$ cat config.mk
export PLATFORM = sky130hd
export DESIGN_NAME = rgb_led_pulse_width_serializer
export DESIGN_NICKNAME = d
export VERILOG_FILES = /design/src/hw/rtl/lps_pkg.sv /design/src/hw/rtl/lps_cfg.sv /design/src/hw/rtl/lps_core.sv /design/src/hw/rtl/rgb_led_pulse_width_serializer.sv
export SDC_FILE = /design/constraint.sdc
export NUM_CORES = 1
export LEC_CHECK = 0
export ABC_AREA = 0
export ABC_CLOCK_PERIOD_IN_PS = 4800
export BUFFER_PORTS_ARGS = -buffer_cell sky130_fd_sc_hd__buf_2
export CAP_MARGIN = 20
export CORE_MARGIN = 1.5
export CORE_UTILIZATION = 35
export CTS_CLUSTER_SIZE = 24
export DETAILED_ROUTE_END_ITERATION = 7
export MAX_ROUTING_LAYER = met4
export SETUP_SLACK_MARGIN = 0.15
export SLEW_MARGIN = 20
export SYNTH_ARGS = -nofsm -noshare
export SYNTH_HDL_FRONTEND = slang
export SYNTH_SLANG_ARGS = --single-unit
$ cat constraint.sdc
create_clock -name clk -period 4.8 [get_ports clk]
set_input_delay 0.24 -clock clk [delete_from_list [all_inputs] [get_ports clk]]
set_output_delay 0.24 -clock clk [all_outputs]
set_load 0.1 [all_outputs]
$ cat src/hw/rtl/lps_pkg.sv
package lps_pkg;

  // Command codes carried in an input item
  localparam logic CMD_TICK  = 1'b0;
  localparam logic CMD_OFFER = 1'b1;

  // Configuration register indexes
  localparam int CfgIdxW = 3;
  localparam logic [CfgIdxW-1:0] REG_LED_COUNT   = 3'd0;
  localparam logic [CfgIdxW-1:0] REG_ZERO_HIGH   = 3'd1;
  localparam logic [CfgIdxW-1:0] REG_ONE_HIGH    = 3'd2;
  localparam logic [CfgIdxW-1:0] REG_BIT_PERIOD  = 3'd3;
  localparam logic [CfgIdxW-1:0] REG_LATCH_TICKS = 3'd4;
  localparam int CfgDataW = 16;

  // Configuration reset values
  localparam logic [10:0] LED_COUNT_RST   = 11'd1;
  localparam logic [7:0]  ZERO_HIGH_RST   = 8'd7;
  localparam logic [7:0]  ONE_HIGH_RST    = 8'd14;
  localparam logic [7:0]  BIT_PERIOD_RST  = 8'd40;
  localparam logic [15:0] LATCH_TICKS_RST = 16'd1600;

  // Serializer phases
  localparam logic [1:0] PH_IDLE  = 2'd0;
  localparam logic [1:0] PH_BITS  = 2'd1;
  localparam logic [1:0] PH_LATCH = 2'd2;

  localparam logic [4:0] PIXEL_BITS = 5'd24;

  typedef struct packed {
    logic       command;
    logic [7:0] red;
    logic [7:0] green;
    logic [7:0] blue;
  } in_item_t;

  typedef struct packed {
    logic line_level;
    logic pixel_taken;
    logic holding_free;
    logic sending;
    logic frame_done;
  } out_item_t;

  typedef struct packed {
    logic [10:0] led_count;
    logic [7:0]  zero_high_ticks;
    logic [7:0]  one_high_ticks;
    logic [7:0]  bit_period_ticks;
    logic [15:0] latch_ticks;
  } cfg_t;

endpackage

$ cat src/hw/rtl/lps_cfg.sv
module lps_cfg
  import lps_pkg::*;
(
  input  logic               clk,
  input  logic               rst,
  input  logic               cfg_write,
  input  logic [CfgIdxW-1:0] cfg_index,
  input  logic [CfgDataW-1:0] cfg_data,
  output cfg_t               cfg
);

  always_ff @(posedge clk) begin
    if (rst) begin
      cfg.led_count        <= LED_COUNT_RST;
      cfg.zero_high_ticks  <= ZERO_HIGH_RST;
      cfg.one_high_ticks   <= ONE_HIGH_RST;
      cfg.bit_period_ticks <= BIT_PERIOD_RST;
      cfg.latch_ticks      <= LATCH_TICKS_RST;
    end else if (cfg_write) begin
      unique case (cfg_index)
        REG_LED_COUNT:   cfg.led_count        <= cfg_data[10:0];
        REG_ZERO_HIGH:   cfg.zero_high_ticks  <= cfg_data[7:0];
        REG_ONE_HIGH:    cfg.one_high_ticks   <= cfg_data[7:0];
        REG_BIT_PERIOD:  cfg.bit_period_ticks <= cfg_data[7:0];
        REG_LATCH_TICKS: cfg.latch_ticks      <= cfg_data;
        default: ;  // drop writes beyond the register list
      endcase
    end
  end

endmodule

$ cat src/hw/rtl/lps_core.sv
module lps_core
  import lps_pkg::*;
#(
  parameter int MAX_LEDS = 1024
) (
  input  logic      clk,
  input  logic      rst,
  input  logic      step,
  input  in_item_t  item,
  input  cfg_t      cfg,
  output out_item_t result
);

  localparam int CntW = $clog2(MAX_LEDS + 1);
  localparam logic [16:0] MaxLeds = 17'(MAX_LEDS);

  logic [23:0]     shift_bits, shift_bits_next;
  logic [4:0]      bits_left, bits_left_next;
  logic [7:0]      tick_in_bit, tick_in_bit_next;
  logic [CntW-1:0] pixels_sent, pixels_sent_next;
  logic [15:0]     latch_count, latch_count_next;
  logic [23:0]     held_pixel, held_pixel_next;
  logic            held_valid, held_valid_next;
  logic [1:0]      phase, phase_next;

  logic [16:0]     led_ext, flen_ext;
  logic [CntW-1:0] flen;
  logic [7:0]      high_ticks;
  logic [8:0]      tick_inc;
  logic [CntW:0]   pix_inc;
  logic [16:0]     latch_inc;

  // Frame length clamped to 1..MAX_LEDS
  always_comb begin
    led_ext = {6'd0, cfg.led_count};
    if (led_ext == 17'd0) begin
      flen_ext = 17'd1;
    end else if (led_ext > MaxLeds) begin
      flen_ext = MaxLeds;
    end else begin
      flen_ext = led_ext;
    end
    flen = flen_ext[CntW-1:0];
  end

  always_comb begin
    shift_bits_next  = shift_bits;
    bits_left_next   = bits_left;
    tick_in_bit_next = tick_in_bit;
    pixels_sent_next = pixels_sent;
    latch_count_next = latch_count;
    held_pixel_next  = held_pixel;
    held_valid_next  = held_valid;
    phase_next       = phase;
    high_ticks       = '0;
    tick_inc         = '0;
    pix_inc          = '0;
    latch_inc        = '0;
    result           = '0;

    if (item.command == CMD_OFFER) begin
      if (!held_valid) begin
        held_pixel_next    = {item.green, item.red, item.blue};
        held_valid_next    = 1'b1;
        result.pixel_taken = 1'b1;
      end
      result.sending = (phase != PH_IDLE);
    end else begin
      if (phase != PH_BITS && phase != PH_LATCH) begin
        if (held_valid) begin
          shift_bits_next  = held_pixel;
          held_valid_next  = 1'b0;
          bits_left_next   = PIXEL_BITS;
          tick_in_bit_next = '0;
          pixels_sent_next = '0;
          phase_next       = PH_BITS;
        end else begin
          phase_next = PH_IDLE;
        end
      end else if (phase == PH_BITS && bits_left == '0 && held_valid) begin
        shift_bits_next  = held_pixel;
        held_valid_next  = 1'b0;
        bits_left_next   = PIXEL_BITS;
        tick_in_bit_next = '0;
      end

      if (phase_next == PH_BITS) begin
        result.sending = 1'b1;
        // underrun: with no bits left the line stays low until a pixel arrives
        if (bits_left_next != '0) begin
          high_ticks = shift_bits_next[23] ? cfg.one_high_ticks : cfg.zero_high_ticks;
          result.line_level = (tick_in_bit_next < high_ticks);
          tick_inc = {1'b0, tick_in_bit_next} + 9'd1;
          if (tick_inc >= {1'b0, cfg.bit_period_ticks}) begin
            tick_in_bit_next = '0;
            shift_bits_next  = {shift_bits_next[22:0], 1'b0};
            bits_left_next   = bits_left_next - 5'd1;
            if (bits_left_next == '0) begin
              pix_inc          = {1'b0, pixels_sent_next} + {{CntW{1'b0}}, 1'b1};
              pixels_sent_next = pix_inc[CntW-1:0];
              if (pix_inc >= {1'b0, flen}) begin
                phase_next       = PH_LATCH;
                latch_count_next = '0;
              end
            end
          end else begin
            tick_in_bit_next = tick_inc[7:0];
          end
        end
      end else if (phase_next == PH_LATCH) begin
        result.sending = 1'b1;
        latch_inc = {1'b0, latch_count_next} + 17'd1;
        if (latch_inc >= {1'b0, cfg.latch_ticks}) begin
          latch_count_next  = '0;
          pixels_sent_next  = '0;
          phase_next        = PH_IDLE;
          result.frame_done = 1'b1;
        end else begin
          latch_count_next = latch_inc[15:0];
        end
      end
    end

    result.holding_free = !held_valid_next;
  end

  always_ff @(posedge clk) begin
    if (rst) begin
      shift_bits  <= '0;
      bits_left   <= '0;
      tick_in_bit <= '0;
      pixels_sent <= '0;
      latch_count <= '0;
      held_valid  <= 1'b0;
      phase       <= PH_IDLE;
    end else if (step) begin
      shift_bits  <= shift_bits_next;
      bits_left   <= bits_left_next;
      tick_in_bit <= tick_in_bit_next;
      pixels_sent <= pixels_sent_next;
      latch_count <= latch_count_next;
      held_valid  <= held_valid_next;
      phase       <= phase_next;
    end
  end

  always_ff @(posedge clk) begin
    if (step) begin
      held_pixel <= held_pixel_next;
    end
  end

endmodule

$ cat src/hw/rtl/rgb_led_pulse_width_serializer.sv
// Single-wire RGB LED strip serializer. Each input transfer is either a time
// tick or a pixel offer, and each one yields exactly one result transfer that
// reports the line level for that tick, whether the offered pixel was taken,
// whether the one-pixel holding register is free, whether a frame is in
// progress, and whether the latch period just ended. Pixels go out green, red,
// blue, most significant bit first, with bit timing set by the tick
// registers. The block takes one transfer per clock; each result passes
// through the input register, then the result register, and a stalled
// result register holds back the input side. Configuration may be written
// only while no transfer is in flight.
module rgb_led_pulse_width_serializer
  import lps_pkg::*;
#(
  parameter int MAX_LEDS = 1024
) (
  input  logic                clk,
  input  logic                rst,
  input  logic                in_valid,
  output logic                in_stall,
  input  in_item_t            in_item,
  output logic                out_valid,
  input  logic                out_stall,
  output out_item_t           out_item,
  input  logic                cfg_write,
  input  logic [CfgIdxW-1:0]  cfg_index,
  input  logic [CfgDataW-1:0] cfg_data
);

  cfg_t      cfg;
  in_item_t  item_q;
  logic      item_valid;
  logic      out_free;
  logic      advance;
  out_item_t result;

  assign out_free = !out_valid || !out_stall;
  assign advance  = item_valid && out_free;
  assign in_stall = item_valid && !out_free;

  lps_cfg u_cfg (
    .clk       (clk),
    .rst       (rst),
    .cfg_write (cfg_write),
    .cfg_index (cfg_index),
    .cfg_data  (cfg_data),
    .cfg       (cfg)
  );

  lps_core #(
    .MAX_LEDS (MAX_LEDS)
  ) u_core (
    .clk    (clk),
    .rst    (rst),
    .step   (advance),
    .item   (item_q),
    .cfg    (cfg),
    .result (result)
  );

  // Input register
  always_ff @(posedge clk) begin
    if (rst) begin
      item_valid <= 1'b0;
    end else if (in_valid && !in_stall) begin
      item_valid <= 1'b1;
    end else if (advance) begin
      item_valid <= 1'b0;
    end
  end

  always_ff @(posedge clk) begin
    if (in_valid && !in_stall) begin
      item_q <= in_item;
    end
  end

  // Result register
  always_ff @(posedge clk) begin
    if (rst) begin
      out_valid <= 1'b0;
    end else if (advance) begin
      out_valid <= 1'b1;
    end else if (!out_stall) begin
      out_valid <= 1'b0;
    end
  end

  always_ff @(posedge clk) begin
    if (advance) begin
      out_item <= result;
    end
  end

endmodule
## Word level (Yosys, flattened, before mapping)

Index checks and enable logic that the tools add are counted.

- Bits of input ports: 49
- Flip-flop bits (word level): 174
- Output and inout port bits: 7
- Word-level logic and storage cells: 144

- Equality and inequality tests: 14
- Reductions and logical operators: 30
- Add/sub/neg operators: 4
- Magnitude comparators: 5
- Muxes and demuxes: 62
- Bitwise logic cells: 5

Operator list:

| cell | count |
|---|---|
| 2-to-1 mux 24 bit | 7 |
| 2-to-1 mux 11 bit | 11 |
| 2-to-1 mux 16 bit | 7 |
| 2-to-1 mux 8 bit | 8 |
| 2-to-1 mux 5 bit | 7 |
| 2-to-1 mux 2 bit | 10 |
| adder 16 x 1 -> 17 bit, second input constant | 1 |
| >= comparator 17 x 16 -> 1 bit | 1 |
| adder 11 x 1 -> 12 bit, second input constant | 1 |
| >= comparator 12 x 11 -> 1 bit | 1 |
| 2-to-1 mux 1 bit | 12 |
| AND reduction 2 bit | 6 |
| greater-than comparator 11 bit, second input constant | 1 |
| logical NOT 11 bit | 1 |
| logical NOT 5 bit | 2 |
| inequality test 2 bit, second input constant | 5 |
| adder 8 x 1 -> 9 bit, second input constant | 1 |
| >= comparator 9 x 8 -> 1 bit | 1 |
| less-than comparator 8 bit | 1 |
| AND reduction 7 bit | 1 |
| == test 3 x 2 -> 1 bit, second input constant | 2 |
| logical AND 1 bit | 6 |
| nonzero test 2 bit | 3 |
| OR reduction 3 bit | 2 |
| 12 further kinds | 22 |

## Depth between registers and ports, before layout

- Depth in word-level cells: 12
- Mapped depth: 22
- Gate-level depth less buffers: 17

## Modules after synthesis

A second synthesis with hierarchy kept.

- Cells, all modules: 967
- Area, all modules: 9211.3 um2

Modules (own cells, without submodules):

| module | times used | sequential area each (um2) | cells an instance | area an instance (um2) |
|---|---|---|---|---|
| lps_core | 1 | 2062.0 | 728 | 6133.4 |
| lps_cfg | 1 | 1021.0 | 199 | 2090.8 |
| rgb_led_pulse_width_serializer | 1 | 940.9 | 40 | 987.2 |

## Worst setup path after synthesis

Ideal clock, no wire load.

- Kind: reg2reg
- From: register u_core.phase[0]
- To: register u_core.shift_bits[10]
- Data arrival time: 4343 ps
- Period minus slack after synthesis: 4455 ps
- Path buffers: 4
- Library setup time: 112 ps
- Required time: 4688 ps
- Stages on the path, launching flop included: 22
- Path slack: 345 ps
- Cell sequence: dfxtp_1 inv_1 ha_1 nor2b_1 buf_2 a41oi_2 buf_2 clkbuf_1 and2_1 ha_1 nand3_1 nor2_1 xnor2_1 nor2_1 ha_1 nand4_1 a211oi_2 nor2_1 o21ai_1 clkbuf_1 a21oi_1 a2111oi_1

- Word-level cells in the longest chain between the ends: 11
- Elaborated cells on any way between the ends: 24
- Those cells by class: add/sub (1); order compare (1); eq/ne (4); mux (14); reduce/logical (4)

Ends and longest elaborated chain:

| item | line | text |
|---|---|---|
| start, declared | lps_core.sv:24 | `logic [1:0] phase, phase_next;` |
| start signal, assigned | lps_core.sv:143 | `phase <= phase_next;` |
| == test 2 x 1 -> 1 bit | lps_core.sv:80 | `end else if (phase == PH_BITS && bits_left == '0 && held_valid) begin` |
| logical AND 1 bit (2 in series) | lps_core.sv:80 |  |
| 2-to-1 mux 8 bit | lps_core.sv:80 |  |
| 2-to-1 mux 8 bit | lps_core.sv:69 | `if (phase != PH_BITS && phase != PH_LATCH) begin` |
| 2-to-1 mux 8 bit | lps_core.sv:61 | `if (item.command == CMD_OFFER) begin` |
| adder 8 x 1 -> 9 bit | lps_core.sv:93 | `tick_inc = {1'b0, tick_in_bit_next} + 9'd1;` |
| >= comparator 9 x 8 -> 1 bit | lps_core.sv:94 | `if (tick_inc >= {1'b0, cfg.bit_period_ticks}) begin` |
| 2-to-1 mux 24 bit | lps_core.sv:94 |  |
| 2-to-1 mux 24 bit | lps_core.sv:90 | `if (bits_left_next != '0) begin` |
| 2-to-1 mux 24 bit (*) | lps_core.sv:87 | `if (phase_next == PH_BITS) begin` |
| end signal, assigned | lps_core.sv:137 | `shift_bits <= shift_bits_next;` |
| end, declared | lps_core.sv:17 | `logic [23:0] shift_bits, shift_bits_next;` |

Every way passes the cells marked *; elsewhere a longest branch is shown, timed or not. The select of a mux whose other input is x is not followed.
A chain may end at the register's enable or synchronous reset.

## Worst setup path in the final report

- From: register u_core.phase[0]
- To: register u_core.shift_bits[3]

The elaborated chain is that of the path after synthesis.

==> key figures <==
Route
  – Post-DRT Antenna Nets: 0
  – Via-per-instance ratio: 5.282
  – Wire per inst: 15.72 microns
  – Starting DRT DRC Count: 406
  – Drt drc: 0
  – Routed wire length: 22.45 mm
  – Vias: 7,543
  – First-pass DRT Iterations: 5

Yosys
  – Mapped Cells: 1,018
  – Post-Synth XOR/XNOR Area: 1.996%
  – Post-synth EDFFs: 54
  – Multiplexer share of the synthesized area: 1.738%
  – Synth Register Bits: 174
  – Area leader, netlist: dfxtp_1
  – Synthesized area: 9215 sq um
  – Synth area leaders: dfxtp_1 26%, edfxtp_1 18%, ha_1 6.9%
  – Mapped Avg Cell Area: 9.052 sq um
  – Net Count, Synth: 1,118
  – Post-Synth Adder-Cell Area: 6.925%
  – Post-synth ARST share: 0%
  – Synth Area in Compound Gates: 23.31%
  – Synth Area in Simple Gates: 17.80%
  – Post-synthesis sequential area ratio: 43.67%
  – Main combinational cell family by area after synthesis: compound AO/OA/AOI/OAI gates
  – Distinct cells, synth: 71
  – Ys Warns: 0
  – Synth top area share: 26.07%
  – Ys flop type: dfxtp_1

Timing
  – Final hold violation count: 0
  – Fin crit period: 4.223 ns
  – Worst Tran Pin Value: 0.9080 ns
  – Final Max Slew Viols: 0
  – Max Freq: 236.8 MHz
  – Setup Viol. Count Final: 0
  – Worst Skew: 0.01711 ns
  – Final worst path period share: 87.98%
  – Setup total negative slack: 0 ns
  – Worst slew margin: 39.24%
  – RSZ-0062 raised after global routing: false

GRT
  – Largest net degree at the start of global routing: 51
  – First-pass GRT wire length: 36.58 mm
  – Vias in the first global route: 7,066
  – Initial antenna violation count: 0
  – All-layer global routing usage: 17.41%
  – Grt total ovfl: 0

Setup path
  – Worst Setup SP: u_core.phase[0]
  – Startpoint Class: register
  – Critical Path End: u_core.shift_bits[3]
  – Worst EP required: 5.09 ns
  – CP Data Arrival Time: 4.52 ns
  – Reg2Reg Launch Point: u_core.phase[0]
  – Crit Path Max Fanout: 42
  – CP Class: reg -> reg
  – Worst R2R End: u_core.shift_bits[3]
  – Worst reg2reg setup slack: 0.58 ns
  – FF-to-FF path depth: 19
  – Setup crit end kind: register

Pwr
  – Max VDD drop: 0.0002434 V
  – Cell area power density: 301.1 nW/um^2
  – Power Total: 3.242 mW
  – Leakage: 3.956 nW

Flow run
  – Max Cap Viol: 0

Clock network
  – CTS tree: yes
  – Reg clk slew, reported paths: 0.08 ns
  – Clk_lat worst skew: 0.44 ns
  – H-tree lvl count: 4
  – Clock root buffer: clkbuf_16
  – CTS Buffer Depth: 2
  – Number of CTS-inserted buffers: 17
  – CTS Sinks: 174

Layout
  – Sequential cell area: 4024 sq um
  – Inserted Diodes: 0
  – Area occupied by multi-input gates: 4821 sq um
  – Area delta synth->final: 16.84%
  – Final layout net count: 1,180
  – Share of layout cells above drive strength 1: 14.27%
  – Fillers: 2,557
  – Final Non-Filler Cells: 1,428

Status
  – Status: complete, no violations

Die
  – Initial Utilization: 35.46%
  – Full die area: 27,310 sq um
  – Core ar.: 25,980 sq um
  – # IOs: 56
  – Die W: 165.3 microns
  – Die span in y: 165.3 microns
  – Row cnt: 59

Placement
  – GPL Wtd Cong: 0.8755
  – Number of port buffers: 55
  – Cells after DPL: 1,369
  – Post-detail-place hpwl: 15.45 mm

Worst hold path
  – Min-Delay Path Class: in -> reg
  – Hold_sp: in_valid
where the power goes:
group | internal, mW | switching, mW | leakage [nW]
sequential | 1.55 | 0.0216 | 1.48
clock | 0.721 | 0.712 | 0.302
combinational | 0.0819 | 0.153 | 2.17
metrics by stage:
stage	utilization, %	hold WS [ns]	setup WS [ns]	cell area [sq um]
6_report	41.43	0.02797	0.5770	10770
2_1_floorplan	-	0.3389	0.3449	9215
3_5_place_dp	37.83	0.4045	0.4411	9829
4_1_cts	41.21	0.01344	0.4101	10710
3_3_place_gp	37.83	0.4004	0.5540	9829
5_1_grt	41.43	0.01802	0.1663	10770
placed cells by master, fill, tap and decap left out, types with 38 or more instances in the layout:
cell type	Yosys	layout
buf_2	15	54
inv_1	38	38
o21ai_0	46	46
nand2_1	160	160
edfxtp_1	54	54
a21oi_1	87	87
nor2_1	55	53
ha_1	51	51
dfxtp_1	120	120
Yosys cell counts (all sizes together) (4+ instances only):
library cell  instances
xnor2                12
and2                 19
and3                  8
a2111oi              22
or3                   5
a32oi                 6
o21ai                69
a31oi                 7
a21oi                87
mux2i                16
clkbuf               34
a22o                  4
nand4                16
o211ai                9
a211o                26
edfxtp               54
nand3                23
nor2                 55
buf                  26
ha                   51
a21o                  8
xor2                  9
nor4                  8
inv                  39
o2bb2ai               5
a211oi               28
nor2b                 9
or2                  11
nor3                 20
and4                  4
nand2               160
a22oi                 4
o21a                 10
dfxtp               120
sequential cells by signal (all words and copies together), names as in the netlist:
register and cells:
out_valid 1, item_q 25, out_item 5, u_core.latch_count 16
u_core.bits_left 5, u_core.shift_bits 24, u_core.pixels_sent 11, u_cfg.cfg 51
u_core.tick_in_bit 8, item_valid 1, u_core.phase 2, u_core.held_pixel 24
u_core.held_valid 1
cell type report:
type / count / area share [%]
Timing Repair Buffer: 103 / 6.717
Sequential cell: 174 / 37.37
Inverter: 40 / 1.395
Clock buffer: 17 / 3.951
Multi-Input combinational cell: 744 / 44.78
Clock inverter: 15 / 1.894
Tap cell: 335 / 3.893
worst min path at each step:
stage                     slack, ns                    to  cells past startpoint
after floorplan                0.34             item_q[0]                      0
after global placement         0.40  u_core.held_pixel[4]                      0
after detailed placement       0.40  u_core.held_pixel[8]                      0
after CTS                      0.01            item_valid                      2
after global routing           0.02            item_valid                      2
final                          0.03            item_valid                      2
worst max-delay path, cell delays in order, from the launching register on:
cell	delay, ns
dfxtp_1	0.37
inv_1	0.10
ha_1	0.35
nor2b_1	0.09
a41oi_2	0.25
and2_1	0.20
ha_1	0.27
nand3_2	0.16
nor2_2	0.17
xnor2_1	0.13
nor2_1	0.08
ha_1	0.30
nand4_1	0.17
a2111oi_1	0.38
buf_4	0.19
a211oi_4	0.04
clkbuf_8	0.25
a211o_1	0.34
o21ai_0	0.12
a2111oi_2	0.11
logic make-up after synthesis:
family	after synthesis
muxes	16
DFF	174
xor gates and xnor gates	21
and+or+nand+nor	348
AOI/OAI and AO/OA	308
adders and majority gates	51
buffers and inverters	100
repair_timing:
action,CTS,global route
hold buffers,25,0
endpoints found under the setup margin,0,40
buffers inserted,0,2
hold endpoints to repair,25,0
resized for setup,0,11
routing by layer:
metal	vias to the layer above	global-route usage, %	wire (microns)
met1	3562	22.00	10540
met2	111	29.00	10960
met3	18	2.448	627
met4	0	4.914	315
met5	-	-	0
li1	3852	-	-
Power figures use the tool's default switching activity.
